===== src/hdl/pglt_pkg.sv =====
// ----------------------------------------------------------------------------
// Packed group list table: shared definitions
// Sizes, field widths, mode and status codes, and the command and status
// bundles that pass between the sequencer and the datapath.
// ----------------------------------------------------------------------------
package pglt_pkg;

    localparam int MAX_GROUPS   = 128;
    localparam int BUFFER_DEPTH = 512;
    localparam int MEMBER_IDS   = 1024;

    // request and result fields
    localparam int MODE_W   = 3;
    localparam int GROUP_W  = 7;
    localparam int MEMBER_W = 10;
    localparam int POS_W    = 9;
    localparam int STATUS_W = 2;
    localparam int VALUE_W  = 10;

    // storage widths
    localparam int GA_W   = $clog2(MAX_GROUPS);
    localparam int TOT_W  = $clog2(MAX_GROUPS + 1);
    localparam int HOME_W = TOT_W;
    localparam int BUF_AW = $clog2(BUFFER_DEPTH);
    localparam int FILL_W = $clog2(BUFFER_DEPTH + 1);
    localparam int MID_AW = $clog2(MEMBER_IDS);
    localparam int MID_CW = $clog2(MEMBER_IDS + 1);
    localparam int SIZE_W = 10;
    localparam int SUM_W  = ((FILL_W > SIZE_W) ? FILL_W : SIZE_W) + 1;
    localparam int IDX_W  = ((FILL_W > MID_CW) ? FILL_W : MID_CW) + 1;

    localparam logic [SIZE_W-1:0] SIZE_CAP  = SIZE_W'(1023);
    localparam logic [HOME_W-1:0] HOME_NONE = HOME_W'(MAX_GROUPS);

    localparam logic [MODE_W-1:0] MODE_TEST   = 3'd0;
    localparam logic [MODE_W-1:0] MODE_CREATE = 3'd1;
    localparam logic [MODE_W-1:0] MODE_APPEND = 3'd2;
    localparam logic [MODE_W-1:0] MODE_DROP_M = 3'd3;
    localparam logic [MODE_W-1:0] MODE_DROP_G = 3'd4;
    localparam logic [MODE_W-1:0] MODE_MOVE   = 3'd5;
    localparam logic [MODE_W-1:0] MODE_COUNT  = 3'd6;
    localparam logic [MODE_W-1:0] MODE_READ   = 3'd7;

    localparam logic [STATUS_W-1:0] ST_OK   = 2'd0;
    localparam logic [STATUS_W-1:0] ST_FULL = 2'd1;
    localparam logic [STATUS_W-1:0] ST_BAD  = 2'd2;

    typedef enum logic [4:0] {
        OP_CLEAR,
        OP_IDLE,
        OP_CHECK,
        OP_CREATE,
        OP_SPAN,
        OP_APPEND,
        OP_R7,
        OP_TEST_RD,
        OP_TEST_CK,
        OP_DM_RD,
        OP_DM_CK,
        OP_CUT_RD,
        OP_CUT_WR,
        OP_LOW_RD,
        OP_LOW_WR,
        OP_HOME_RD,
        OP_HOME_WR,
        OP_MVA_RD,
        OP_MVA_WR,
        OP_MVB_RD,
        OP_MVB_WR,
        OP_MVC_RD,
        OP_MVC_WR,
        OP_FINISH
    } op_t;

    typedef struct packed {
        op_t  op;
        logic take;
        logic load;
    } cmd_t;

    typedef struct packed {
        logic [MODE_W-1:0] mode;
        logic              grp_ok;
        logic              done;
        logic              hit;
        logic              skip;
        logic              bad7;
    } sts_t;

endpackage


===== src/hdl/pglt_ctrl.sv =====
// ----------------------------------------------------------------------------
// Packed group list table: sequencer
// Steps each request through its read, scan, shift and rewrite phases and
// owns both handshakes.
// ----------------------------------------------------------------------------
module pglt_ctrl (
    input  logic           clk,
    input  logic           rst_n,
    input  logic           in_valid,
    output logic           in_stall,
    output logic           out_valid,
    input  logic           out_stall,
    input  pglt_pkg::sts_t sts,
    output pglt_pkg::cmd_t cmd
);

    typedef enum logic [23:0] {
        S_CLEAR   = 24'd1 << 0,
        S_IDLE    = 24'd1 << 1,
        S_CHECK   = 24'd1 << 2,
        S_CREATE  = 24'd1 << 3,
        S_SPAN    = 24'd1 << 4,
        S_APPEND  = 24'd1 << 5,
        S_R7      = 24'd1 << 6,
        S_TEST_RD = 24'd1 << 7,
        S_TEST_CK = 24'd1 << 8,
        S_DM_RD   = 24'd1 << 9,
        S_DM_CK   = 24'd1 << 10,
        S_CUT_RD  = 24'd1 << 11,
        S_CUT_WR  = 24'd1 << 12,
        S_LOW_RD  = 24'd1 << 13,
        S_LOW_WR  = 24'd1 << 14,
        S_HOME_RD = 24'd1 << 15,
        S_HOME_WR = 24'd1 << 16,
        S_MVA_RD  = 24'd1 << 17,
        S_MVA_WR  = 24'd1 << 18,
        S_MVB_RD  = 24'd1 << 19,
        S_MVB_WR  = 24'd1 << 20,
        S_MVC_RD  = 24'd1 << 21,
        S_MVC_WR  = 24'd1 << 22,
        S_FINISH  = 24'd1 << 23
    } state_t;

    state_t state_reg, state_next;
    logic   out_valid_reg, out_valid_next;
    logic   can_load;

    assign can_load = !out_valid_reg || !out_stall;
    assign in_stall = (state_reg != S_IDLE);
    assign out_valid = out_valid_reg;

    always_comb
    begin
        state_next = state_reg;
        cmd.op     = pglt_pkg::OP_IDLE;
        cmd.take   = 1'b0;
        cmd.load   = 1'b0;

        unique case (state_reg)
            S_CLEAR:
            begin
                cmd.op = pglt_pkg::OP_CLEAR;
                if (sts.done)
                    state_next = S_IDLE;
            end
            S_IDLE:
            begin
                cmd.op   = pglt_pkg::OP_IDLE;
                cmd.take = in_valid;
                if (in_valid)
                    state_next = S_CHECK;
            end
            S_CHECK:
            begin
                cmd.op = pglt_pkg::OP_CHECK;
                if (sts.mode == pglt_pkg::MODE_CREATE)
                    state_next = S_CREATE;
                else if (!sts.grp_ok)
                    state_next = S_FINISH;
                else
                    state_next = S_SPAN;
            end
            S_CREATE:
            begin
                cmd.op     = pglt_pkg::OP_CREATE;
                state_next = S_FINISH;
            end
            S_SPAN:
            begin
                cmd.op = pglt_pkg::OP_SPAN;
                unique case (sts.mode)
                    pglt_pkg::MODE_TEST:   state_next = S_TEST_RD;
                    pglt_pkg::MODE_APPEND: state_next = S_APPEND;
                    pglt_pkg::MODE_DROP_M: state_next = S_DM_RD;
                    pglt_pkg::MODE_DROP_G: state_next = S_CUT_RD;
                    pglt_pkg::MODE_MOVE:   state_next = sts.skip ? S_FINISH : S_MVA_RD;
                    pglt_pkg::MODE_READ:   state_next = sts.bad7 ? S_FINISH : S_R7;
                    default:               state_next = S_FINISH;
                endcase
            end
            S_APPEND:
            begin
                cmd.op     = pglt_pkg::OP_APPEND;
                state_next = S_FINISH;
            end
            S_R7:
            begin
                cmd.op     = pglt_pkg::OP_R7;
                state_next = S_FINISH;
            end
            S_TEST_RD:
            begin
                cmd.op     = pglt_pkg::OP_TEST_RD;
                state_next = sts.done ? S_FINISH : S_TEST_CK;
            end
            S_TEST_CK:
            begin
                cmd.op     = pglt_pkg::OP_TEST_CK;
                state_next = S_TEST_RD;
            end
            S_DM_RD:
            begin
                cmd.op     = pglt_pkg::OP_DM_RD;
                state_next = sts.done ? S_FINISH : S_DM_CK;
            end
            S_DM_CK:
            begin
                cmd.op     = pglt_pkg::OP_DM_CK;
                state_next = sts.hit ? S_CUT_RD : S_DM_RD;
            end
            S_CUT_RD:
            begin
                cmd.op = pglt_pkg::OP_CUT_RD;
                if (!sts.done)
                    state_next = S_CUT_WR;
                else if (sts.mode == pglt_pkg::MODE_DROP_G)
                    state_next = S_LOW_RD;
                else
                    state_next = S_FINISH;
            end
            S_CUT_WR:
            begin
                cmd.op     = pglt_pkg::OP_CUT_WR;
                state_next = S_CUT_RD;
            end
            S_LOW_RD:
            begin
                cmd.op = pglt_pkg::OP_LOW_RD;
                if (!sts.done)
                    state_next = S_LOW_WR;
                else if (sts.mode == pglt_pkg::MODE_DROP_G)
                    state_next = S_HOME_RD;
                else
                    state_next = S_FINISH;
            end
            S_LOW_WR:
            begin
                cmd.op     = pglt_pkg::OP_LOW_WR;
                state_next = S_LOW_RD;
            end
            S_HOME_RD:
            begin
                cmd.op     = pglt_pkg::OP_HOME_RD;
                state_next = sts.done ? S_FINISH : S_HOME_WR;
            end
            S_HOME_WR:
            begin
                cmd.op     = pglt_pkg::OP_HOME_WR;
                state_next = S_HOME_RD;
            end
            S_MVA_RD:
            begin
                cmd.op     = pglt_pkg::OP_MVA_RD;
                state_next = sts.done ? S_MVB_RD : S_MVA_WR;
            end
            S_MVA_WR:
            begin
                cmd.op     = pglt_pkg::OP_MVA_WR;
                state_next = S_MVA_RD;
            end
            S_MVB_RD:
            begin
                cmd.op     = pglt_pkg::OP_MVB_RD;
                state_next = sts.done ? S_MVC_RD : S_MVB_WR;
            end
            S_MVB_WR:
            begin
                cmd.op     = pglt_pkg::OP_MVB_WR;
                state_next = S_MVB_RD;
            end
            S_MVC_RD:
            begin
                cmd.op     = pglt_pkg::OP_MVC_RD;
                state_next = sts.done ? S_LOW_RD : S_MVC_WR;
            end
            S_MVC_WR:
            begin
                cmd.op     = pglt_pkg::OP_MVC_WR;
                state_next = S_MVC_RD;
            end
            S_FINISH:
            begin
                cmd.op   = pglt_pkg::OP_FINISH;
                cmd.load = can_load;
                if (can_load)
                    state_next = S_IDLE;
            end
            default:
            begin
                state_next = S_IDLE;
            end
        endcase
    end

    always_comb
    begin
        out_valid_next = out_valid_reg;
        if (cmd.load)
            out_valid_next = 1'b1;
        else if (out_valid_reg && !out_stall)
            out_valid_next = 1'b0;
    end

    always_ff @(posedge clk or negedge rst_n)
    begin
        if (!rst_n)
        begin
            state_reg     <= S_CLEAR;
            out_valid_reg <= 1'b0;
        end
        else
        begin
            state_reg     <= state_next;
            out_valid_reg <= out_valid_next;
        end
    end

endmodule


===== config.mk =====
export PLATFORM = sky130hd
export DESIGN_NAME = pglt_ctrl
export DESIGN_NICKNAME = d
export VERILOG_FILES = /design/src/hdl/pglt_pkg.sv /design/src/hdl/pglt_ctrl.sv
export SDC_FILE = /design/constraint.sdc
export NUM_CORES = 1
export LEC_CHECK = 0
export BUFFER_PORTS_ARGS = -buffer_cell sky130_fd_sc_hd__buf_2
export CAP_MARGIN = 5
export CORE_MARGIN = 3
export CORE_UTILIZATION = 58
export DETAILED_ROUTE_END_ITERATION = 10
export HOLD_SLACK_MARGIN = 0.02
export PLACE_DENSITY = 0.79
export SLEW_MARGIN = 10
export SYNTH_ARGS = -nofsm -noshare
export SYNTH_HDL_FRONTEND = slang
export SYNTH_SLANG_ARGS = --single-unit

===== constraint.sdc =====
create_clock -name clk -period 3 [get_ports clk]
set_input_delay 0.6 -clock clk [delete_from_list [all_inputs] [get_ports clk]]
set_output_delay 0.6 -clock clk [all_outputs]
set_load 0.01 [all_outputs]

==> flow_summary_export.csv, run 1 <==
group,metric,value,unit
critical_path,rrSetupSlack,0.70,ns
synthesis,synthesis.nets,234,
floorplanning,rows,19,
synthesis,ys_seq_elements,25,
status,status,"finished, violations left",
sta,finalCritPeriodShare,1.07,
drt,routed_wirelength,6300,um
critical_path,cpMostUsedCell,"or4_4",
synthesis,synth-edff-count,0,
layout,drive_gt1_frac,0.327,
critical_path,crit_arrival,2.61,ns
sta,hold_violations,0,
status,violations,"negative setup slack",
sta,drv_slew,0,
global_routing,grt_overflow,0,
floorplanning,die_h,62.1,um
global_routing,grt_max_degree,26,
floorplanning,die-area,3860,um^2
layout,antenna_cells,0,
synthesis,avgSynthCellArea,8.23,um^2
global_routing,antenna_found_initial,0,
place,dp_hpwl,4490,um
synthesis,yosys.area.top_type,"dfrtp_1",
synthesis,seq_area_frac_synth,0.343,
sta,tns,-0.254,ns
critical_path,cpPeakStageDelay,0.54,ns
drt,wl_per_cell,20.1,um
sta,fmax,312,MHz
critical_path,start_kind,"register",
clock_tree,cts_buffer_depth,2,
layout,nets,285,
place,dp.cells,301,
critical_path,cp_slowest_cell,"or4_4",
clock_tree,clkSinkCount,25,
synthesis,syn_area,1830,um^2
global_routing,grt_pass1_vias,2047,
synthesis,yosysUniqueCellTypes,50,
layout,finalCoreUtilization,0.808,
synthesis,ys_warn_count,0,
floorplanning,io-pin-count,21,
sta,setup_viol,2,
sta,finClkSkew,0.00247,ns
power,power.leakage,0.00109,uW
layout,largest_reg_flops,24,
sta,period_minus_slack,3.21,ns
drt,drc,0,
sta,setup_slack,-0.209,ns
sta,tightest_slew,0.767,ns
drt,detail-route-antenna-nets,0,
place,place.gp.congestion,1.10,
power,power,1190,uW
drt,dr.pass1.iters,5,
critical_path,path_cells,"or4_4 -> or3_4 -> or4_4 -> and3_4 -> o211ai_2 -> buf_2",
clock_tree,h-tree-depth,1,
drt,num_vias,2205,
critical_path,cp.required,2.40,ns
clock_tree,insertion_delay,0.34,ns
power,ir_drop,0.358,mV
power,power.density,512,nW/um^2
flow_run,max_cap_violations,0,
clock_tree,cts.reportedPaths.clkPinSlew,0.14,ns
synthesis,synth_area_leaders,"dfrtp_1 (33%), nor2_1 (4.5%), o21ai_0 (4.4%)",
synthesis,synth_most_common_cell,"dfrtp_1",
synthesis,synthArstFlopShare,1.00,
synthesis,ys.flop_type,"dfrtp_1",
floorplanning,start_util,0.635,
global_routing,grt_pass1_wl,9850,um
clock_tree,cts_tree,"yes",
floorplanning,core,2880,um^2
global_routing,grtUsageTotal,0.317,
synthesis,synth_top_area_share,0.329,
clock_tree,cts_buffers,3,
critical_path,worstPathMaxFanout,3,
drt,vias_per_cell,7.02,
clock_tree,cts_root_buf,"clkbuf_4",
layout,areaGrowthSynthToFinish,27.2,%
min_path,holdCritPathClass,"primary input to async pin",
floorplanning,die_x,62.1,um
drt,drtIter0Drc,276,
critical_path,critPathKind,"register to output pin",
critical_path,end_kind,"output pin",
synthesis,synthCells,222,
synthesis,synth_common_cells,"dfrtp_1 (24), nor2_1 (22), o21ai_0 (16), nand2_1 (15), nor3_1 (14)",
sta,max-slew-margin-rel,0.481,
sta,grt_setup_unrepaired,"true",
place,io_buffer_count,20,
layout,instances_no_fill,314,
clock_tree,cts_hold_buf,0,
-- report_power, final --
part,switching [uW],total (uW),leakage [uW],internal [uW]
clock,110,163,0.0000150,52.5
sequential,15.8,371,0.000340,355
combinational,355,656,0.000735,302
-- critical path, delay by kind of cell (launching register included) --
family	cells	cell delay [ns]
compound gates	1	0.06
buf+inv	1	0.15
flops	1	0.41
simple gates	4	1.64
-- timing repair --
action,in CTS,in global routing
buffers inserted,2,7
resized for setup,9,16
endpoints found under the hold margin,0,0
gates cloned,0,0
pin swaps,3,3
endpoints found under the setup margin,4,8
-- area by class of cell --
class | count | area (um^2)
multi-input cells | 179 | 1220
flip-flops and latches | 25 | 628
fillers | 190 | 552
repair buffers | 56 | 370
well taps | 42 | 52.6
inverters | 8 | 30.0
clock buffers | 4 | 26.3
-- kinds of logic after synthesis --
logic type / after synthesis / share of synthesized area
and+or+nand+nor: 127 / 0.405
AOI/OAI and AO/OA: 45 / 0.168
DFF: 25 / 0.343
buffers and inverters: 18 / 0.0513
xor gates and xnor gates: 7 / 0.0335
-- per-layer routing --
metal | up-vias | global-route usage | share of wire
met1 | 1030 | 0.407 | 0.39
met4 | 0 | 0.213 | 0.061
met3 | 46 | 0.0486 | 0.11
met5 | - | 0 | 0
met2 | 185 | 0.492 | 0.44
li1 | 944 | - | -
-- through the flow --
stage | area [um^2] | hold WS, ns | worst slack, ns
2_1_floorplan | 1830 | 0.304 | 0.165
3_3_place_gp | 2120 | 0.509 | 0.0739
3_5_place_dp | 2120 | 0.515 | 0.0772
4_1_cts | 2200 | 0.247 | -0.184
5_1_grt | 2320 | 0.237 | -0.294
6_report | 2320 | 0.226 | -0.209
-- layout by cell type (no fill, tap or decap), drive strengths merged, types with 8 or more instances in the layout --
cell    n
buf    56
dfrtp  24
nor2   22
o21ai  17
nand2  15
nor3   14
nand3  13
nor4   12
inv     8
or4     8
-- final timing paths --
kind / from / endpoint / cells after the start
setup / recovery: state_reg[6] / cmd[2] / 6
hold / removal: rst_n / state_reg[23] / 1
setup reg to reg: state_reg[12] / state_reg[7] / 6
hold reg to reg: state_reg[0] / state_reg[0] / 2
max in group asynchronous: rst_n / state_reg[12] / 1
min in group clk: sts[2] / state_reg[9] / 2
Power figures use the tool's default switching activity.
==> inputs of run 2 (changes only) <==
==> constraint.sdc (replaced) <==
create_clock -name clk -period 3.5 [get_ports clk]
set_input_delay 0.7 -clock clk [delete_from_list [all_inputs] [get_ports clk]]
set_output_delay 0.7 -clock clk [all_outputs]
set_load 0.01 [all_outputs]
==> run 2 against run 1 <==
  * The flow now finishes without violations
  * Global-route usage is 1.5 points lower
  * Via count is 8.1% lower
  * Register-to-register slack better by 0.39 ns
  * Worst hold slack better by 0.11 ns
  * Non-clock buffer count is 24 lower
  * Sequential power is 11% lower
  * Setup slack better by 0.28 ns
  * Cell count is 7.6% lower
  * Total power is 28% lower
  * Critical endpoint unchanged
  * Largest power group unchanged
==> flow_summary_export.csv, run 2 (synthesis gave the netlist of run 1 again) <==
group,metric,value,unit
critical_path,crit_arrival,2.73,ns
sta,setup_viol,0,
sta,hold_violations,0,
global_routing,grt_pass1_wl,9390,um
drt,routed_wirelength,5640,um
sta,hold_ws,0.335,ns
global_routing,grtUsageTotal,0.302,
min_path,holdCritPathClass,"primary input to async pin",
clock_tree,cts_tree,"yes",
power,swShare,0.424,
place,place_area,1980,um^2
layout,final_cell_area,2060,um^2
drt,detail-route-antenna-nets,0,
critical_path,rrSetupSlack,1.09,ns
critical_path,worstPathMaxFanout,7,
critical_path,start_kind,"register",
sta,fmax,292,MHz
layout,largest_reg_flops,24,
power,ir_drop,0.295,mV
global_routing,grt_max_degree,26,
clock_tree,h-tree-depth,1,
layout,nets,261,
clock_tree,cts_buffer_depth,2,
critical_path,r2r_cells,6,
clock_tree,insertion_delay,0.33,ns
place,io_buffer_count,20,
place,place.gp.congestion,1.00,
sta,drv_slew,0,
critical_path,end_kind,"output pin",
drt,dr.max_layer_used,"met4",
drt,wl_met3,700,um
critical_path,critPathKind,"register to output pin",
sta,tightest_slew,0.578,ns
floorplanning,core,2880,um^2
power,p_comb_frac,0.462,
layout,instances_no_fill,290,
drt,route.met2.wl,2680,um
drt,num_vias,2027,
clock_tree,cts_root_buf,"clkbuf_4",
power,clock_power_share,0.155,
layout,areaGrowthSynthToFinish,12.7,%
drt,wl_per_cell,19.4,um
place,dp_hpwl,4140,um
status,status,"finished, final reports clean",
power,p_sw,365,uW
floorplanning,rows,19,
sta,finalCritPeriodShare,0.979,
layout,antenna_cells,0,
drt,dr.pass1.iters,6,
floorplanning,io-pin-count,21,
drt,vias_per_cell,6.99,
global_routing,grt_pass1_vias,1876,
flow_run,max_cap_violations,0,
layout,finalCoreUtilization,0.716,
power,power.density,417,nW/um^2
floorplanning,start_util,0.635,
sta,max-slew-margin-rel,0.611,
place,dp.cells,282,
layout,drive_gt1_frac,0.210,
power,power.leakage,0.000958,uW
sta,period_minus_slack,3.43,ns
power,seq_power_share,0.383,
layout,final_cell_mix,"nor2_1 (22), dfrtp_1 (22), buf_2 (20)",
clock_tree,cts_buffers,3,
critical_path,worst_r2r_endpoint,"state_reg[23]",
global_routing,antenna_found_initial,0,
critical_path,reg2reg_from,"state_reg[4]",
drt,wl_met1,2110,um
sta,finClkSkew,0.00904,ns
floorplanning,die-area,3860,um^2
floorplanning,die_h,62.1,um
critical_path,cp.required,2.80,ns
floorplanning,die_x,62.1,um
global_routing,grt_overflow,0,
clock_tree,clkSinkCount,25,
clock_tree,cts.reportedPaths.clkPinSlew,0.14,ns
drt,drtIter0Drc,298,
drt,drc,0,
power,intPower,495,uW
run 2: repair_timing:
action / 4_1_cts / 5_1_grt
endpoints found under the setup margin: 1 / 2
resized for setup: 1 / 7
hold endpoints to repair: 0 / 0
buffers inserted: 0 / 4
pin swaps: 0 / 1
hold buffers: 0 / 0
run 2: layer usage:
layer | global-route usage | up-vias
li1 | - | 907
met3 | 0.0613 | 23
met2 | 0.496 | 156
met4 | 0.0939 | 0
met1 | 0.400 | 941
met5 | 0 | -
run 2: worst max-delay path: stages (launching register included):
cell and delay (ns):
dfrtp_2 0.47, or4_4 0.61, or3_4 0.36, or4_4 0.53, and3_4 0.20, o211ai_2 0.06
buf_2 0.15
run 2: how the worst max path moves through the flow:
| stage | cells after the start | slack (ns) | to | from |
|---|---|---|---|---|
| floorplan | 7 | 0.56 | cmd[2] | state_reg[4] |
| global placement | 6 | 0.37 | cmd[2] | state_reg[1] |
| detailed placement | 7 | 0.34 | cmd[2] | state_reg[1] |
| CTS | 6 | 0.03 | cmd[2] | state_reg[5] |
| global route | 7 | -0.03 | cmd[2] | state_reg[1] |
| finish | 6 | 0.07 | cmd[2] | state_reg[4] |
run 2: area by class of cell:
class,instances,area (um^2)
Multi-Input combinational cell,179,1130
Fill cell,239,816
Sequential cell,25,629
Timing Repair Buffer,32,190
Tap cell,42,52.6
Inverter,8,30.0
Clock buffer,3,22.5
Clock inverter,1,5.00
run 2: through the flow:
stage               setup WS (ns)  power (uW)  TNS (ns)
CTS                        0.0253         826         0
detailed placement          0.341         689         0
global placement            0.366         687         0
floorplan                   0.565         573         0
global route              -0.0307         906   -0.0307
finish                     0.0726         860         0
run 2: power by group through the flow:
stage                     logic (uW)  clock network (uW)  registers (uW)
after detailed placement         356                   0             332
after global placement           356                   0             331
final                            397                 134             329
after CTS                        363                 135             328
after floorplan                  246                   0             327
after global routing             424                 150             332
==> inputs of run 3 (changes only) <==
--- a/config.mk
+++ b/config.mk
@@ -5,13 +5,14 @@
 export SDC_FILE = /design/constraint.sdc
 export NUM_CORES = 1
 export LEC_CHECK = 0
-export BUFFER_PORTS_ARGS = -buffer_cell sky130_fd_sc_hd__buf_2
 export CAP_MARGIN = 5
 export CORE_MARGIN = 3
 export CORE_UTILIZATION = 58
+export CTS_BUF_LIST = sky130_fd_sc_hd__clkbuf_16
 export DETAILED_ROUTE_END_ITERATION = 10
+export DONT_BUFFER_PORTS = 1
 export HOLD_SLACK_MARGIN = 0.02
-export PLACE_DENSITY = 0.79
+export PLACE_DENSITY = 0.74
 export SLEW_MARGIN = 10
 export SYNTH_ARGS = -nofsm -noshare
 export SYNTH_HDL_FRONTEND = slang
==> run 3 against run 2 <==
  * Flip-flop and latch count stayed put
  * Cell area down 5.2%
  * Via count shrank 8.9%
  * Worst hold slack worse by 0.20 ns
  * Fmax up 1.8%
  * Die area did not move
  * Clock skew down 0.0025 ns
  * Global-route usage down 2.9 points
  * Combinational power is 16% lower
  * Register-to-register slack worse by 0.07 ns
  * Clock-buffer cell count did not move
  * Routed wire length shrank 8.6%
  * Critical path type unchanged
  * Largest cell class unchanged
==> flow_summary_export.csv, run 3 (synthesis gave the netlist of run 1 again) <==
group,metric,value,unit
status,status,"finished, final reports clean",
layout,instances_no_fill,264,
power,power.leakage,0.000866,uW
drt,wl_per_cell,19.5,um
clock_tree,h-tree-depth,1,
sta,hold_violations,0,
sta,max-slew-margin-rel,0.461,
place,place.gp.congestion,1.01,
global_routing,grt_max_degree,26,
critical_path,end_kind,"output pin",
sta,grt_setup_unrepaired,"false",
drt,detail-route-antenna-nets,0,
floorplanning,die_x,62.1,um
drt,routed_wirelength,5150,um
floorplanning,die_h,62.1,um
drt,vias_per_cell,6.99,
layout,final_cell_mix,"dfrtp_1 (24), nor2_1 (22), o21ai_0 (16)",
floorplanning,core,2880,um^2
global_routing,grt_pass1_vias,1753,
sta,hold_ws,0.131,ns
layout,areaGrowthSynthToFinish,6.84,%
sta,period_minus_slack,3.37,ns
clock_tree,cts.reportedPaths.clkPinSlew,0.07,ns
sta,tightest_slew,0.798,ns
drt,drtIter0Drc,196,
global_routing,grt_overflow,0,
critical_path,cp.required,2.80,ns
critical_path,crit_arrival,2.67,ns
clock_tree,cts_buffers,3,
clock_tree,cts_buffer_depth,2,
layout,mostFrequentLayoutCell,"dfrtp_1",
critical_path,worstPathMaxFanout,9,
sta,setup_viol,0,
critical_path,critPathKind,"register to output pin",
clock_tree,cts_tree,"yes",
clock_tree,cts_hold_buf,0,
drt,drc,0,
global_routing,antenna_found_initial,0,
critical_path,crit_buf_inv,1,
layout,antenna_cells,0,
critical_path,start_kind,"register",
place,io_buffer_count,0,
layout,finalCoreUtilization,0.679,
critical_path,path_cells,"nor4_1 -> nand3_1 -> a2111oi_0 -> buf_4 -> a21oi_1 -> o21ai_0 -> o211ai_2",
place,dp.cells,260,
layout,drive_gt1_frac,0.0946,
clock_tree,clkSinkCount,25,
layout,seqCellArea,627,um^2
layout,largest_reg_flops,24,
sta,finalCritPeriodShare,0.962,
critical_path,cp_slowest_cell,"nor4_1",
clock_tree,cts_root_buf,"clkbuf_16",
floorplanning,die-area,3860,um^2
place,dp_hpwl,3950,um
sta,fmax,297,MHz
global_routing,grt_pass1_wl,8580,um
floorplanning,io-pin-count,21,
flow_run,max_cap_violations,0,
sta,finClkSkew,0.00653,ns
drt,dr.pass1.iters,5,
critical_path,critPathTopFamily,"simple AND/OR/NAND/NOR gates",
floorplanning,start_util,0.635,
floorplanning,rows,19,
sta,tns,0,ns
layout,nets,235,
global_routing,grtUsageTotal,0.273,
clock_tree,insertion_delay,0.26,ns
layout,multi_input_area,1120,um^2
min_path,holdCritPathClass,"primary input to async pin",
power,power.density,470,nW/um^2
layout,nFillCells,240,
power,ir_drop,0.320,mV
sta,drv_slew,0,
critical_path,cpPeakStageDelay,0.58,ns
drt,num_vias,1846,
[run 3: cell count changes in the layout (fill, tap and decap cells not counted), sizes merged]
cell  previous run  this run
buf             32         6
[run 3: cell type report]
class,count,area share
Inverter,8,0.0154
Sequential cell,25,0.321
Clock buffer,3,0.0384
Multi-Input combinational cell,179,0.573
Timing Repair Buffer,6,0.0231
Clock inverter,1,0.00256
Tap cell,42,0.0269
[run 3: per-stage QoR]
stage | total power, uW | worst slack (ns) | instance area [um^2]
2_1_floorplan | 573 | 0.565 | 1830
3_3_place_gp | 652 | 0.476 | 1860
3_5_place_dp | 652 | 0.411 | 1860
4_1_cts | 908 | 0.123 | 1940
5_1_grt | 967 | 0.0638 | 1950
6_report | 919 | 0.134 | 1950
[run 3: power breakdown]
| part | leakage (uW) | switching, uW | internal [uW] |
|---|---|---|---|
| registers | 0.000341 | 24.1 | 305 |
| clock network | 0.0000409 | 100 | 154 |
| logic | 0.000483 | 221 | 114 |
| total | 0.000866 | 346 | 573 |
[run 3: worst paths after layout]
kind,startpoint,endpoint,slack (ns),cells after the start
max reg2reg,state_reg[20],state_reg[1],1.02,7
min reg2reg,state_reg[0],state_reg[0],0.53,2
max,state_reg[20],cmd[2],0.13,7
min,rst_n,state_reg[22],0.13,0
max in group asynchronous,rst_n,state_reg[0],3.20,0
min in group clk,sts[3],state_reg[0],0.48,1
[run 3: routing by layer]
| metal | vias up | track usage | part of all wire |
|---|---|---|---|
| met5 | - | 0 | 0 |
| met4 | 0 | 0.105 | 0.029 |
| met3 | 21 | 0.0468 | 0.086 |
| met2 | 115 | 0.445 | 0.47 |
| met1 | 860 | 0.363 | 0.41 |
| li1 | 850 | - | - |
[run 3: what timing repair did]
item	CTS	global route
setup buffers	0	0
resized for setup	0	2
setup endpoints to repair	0	2
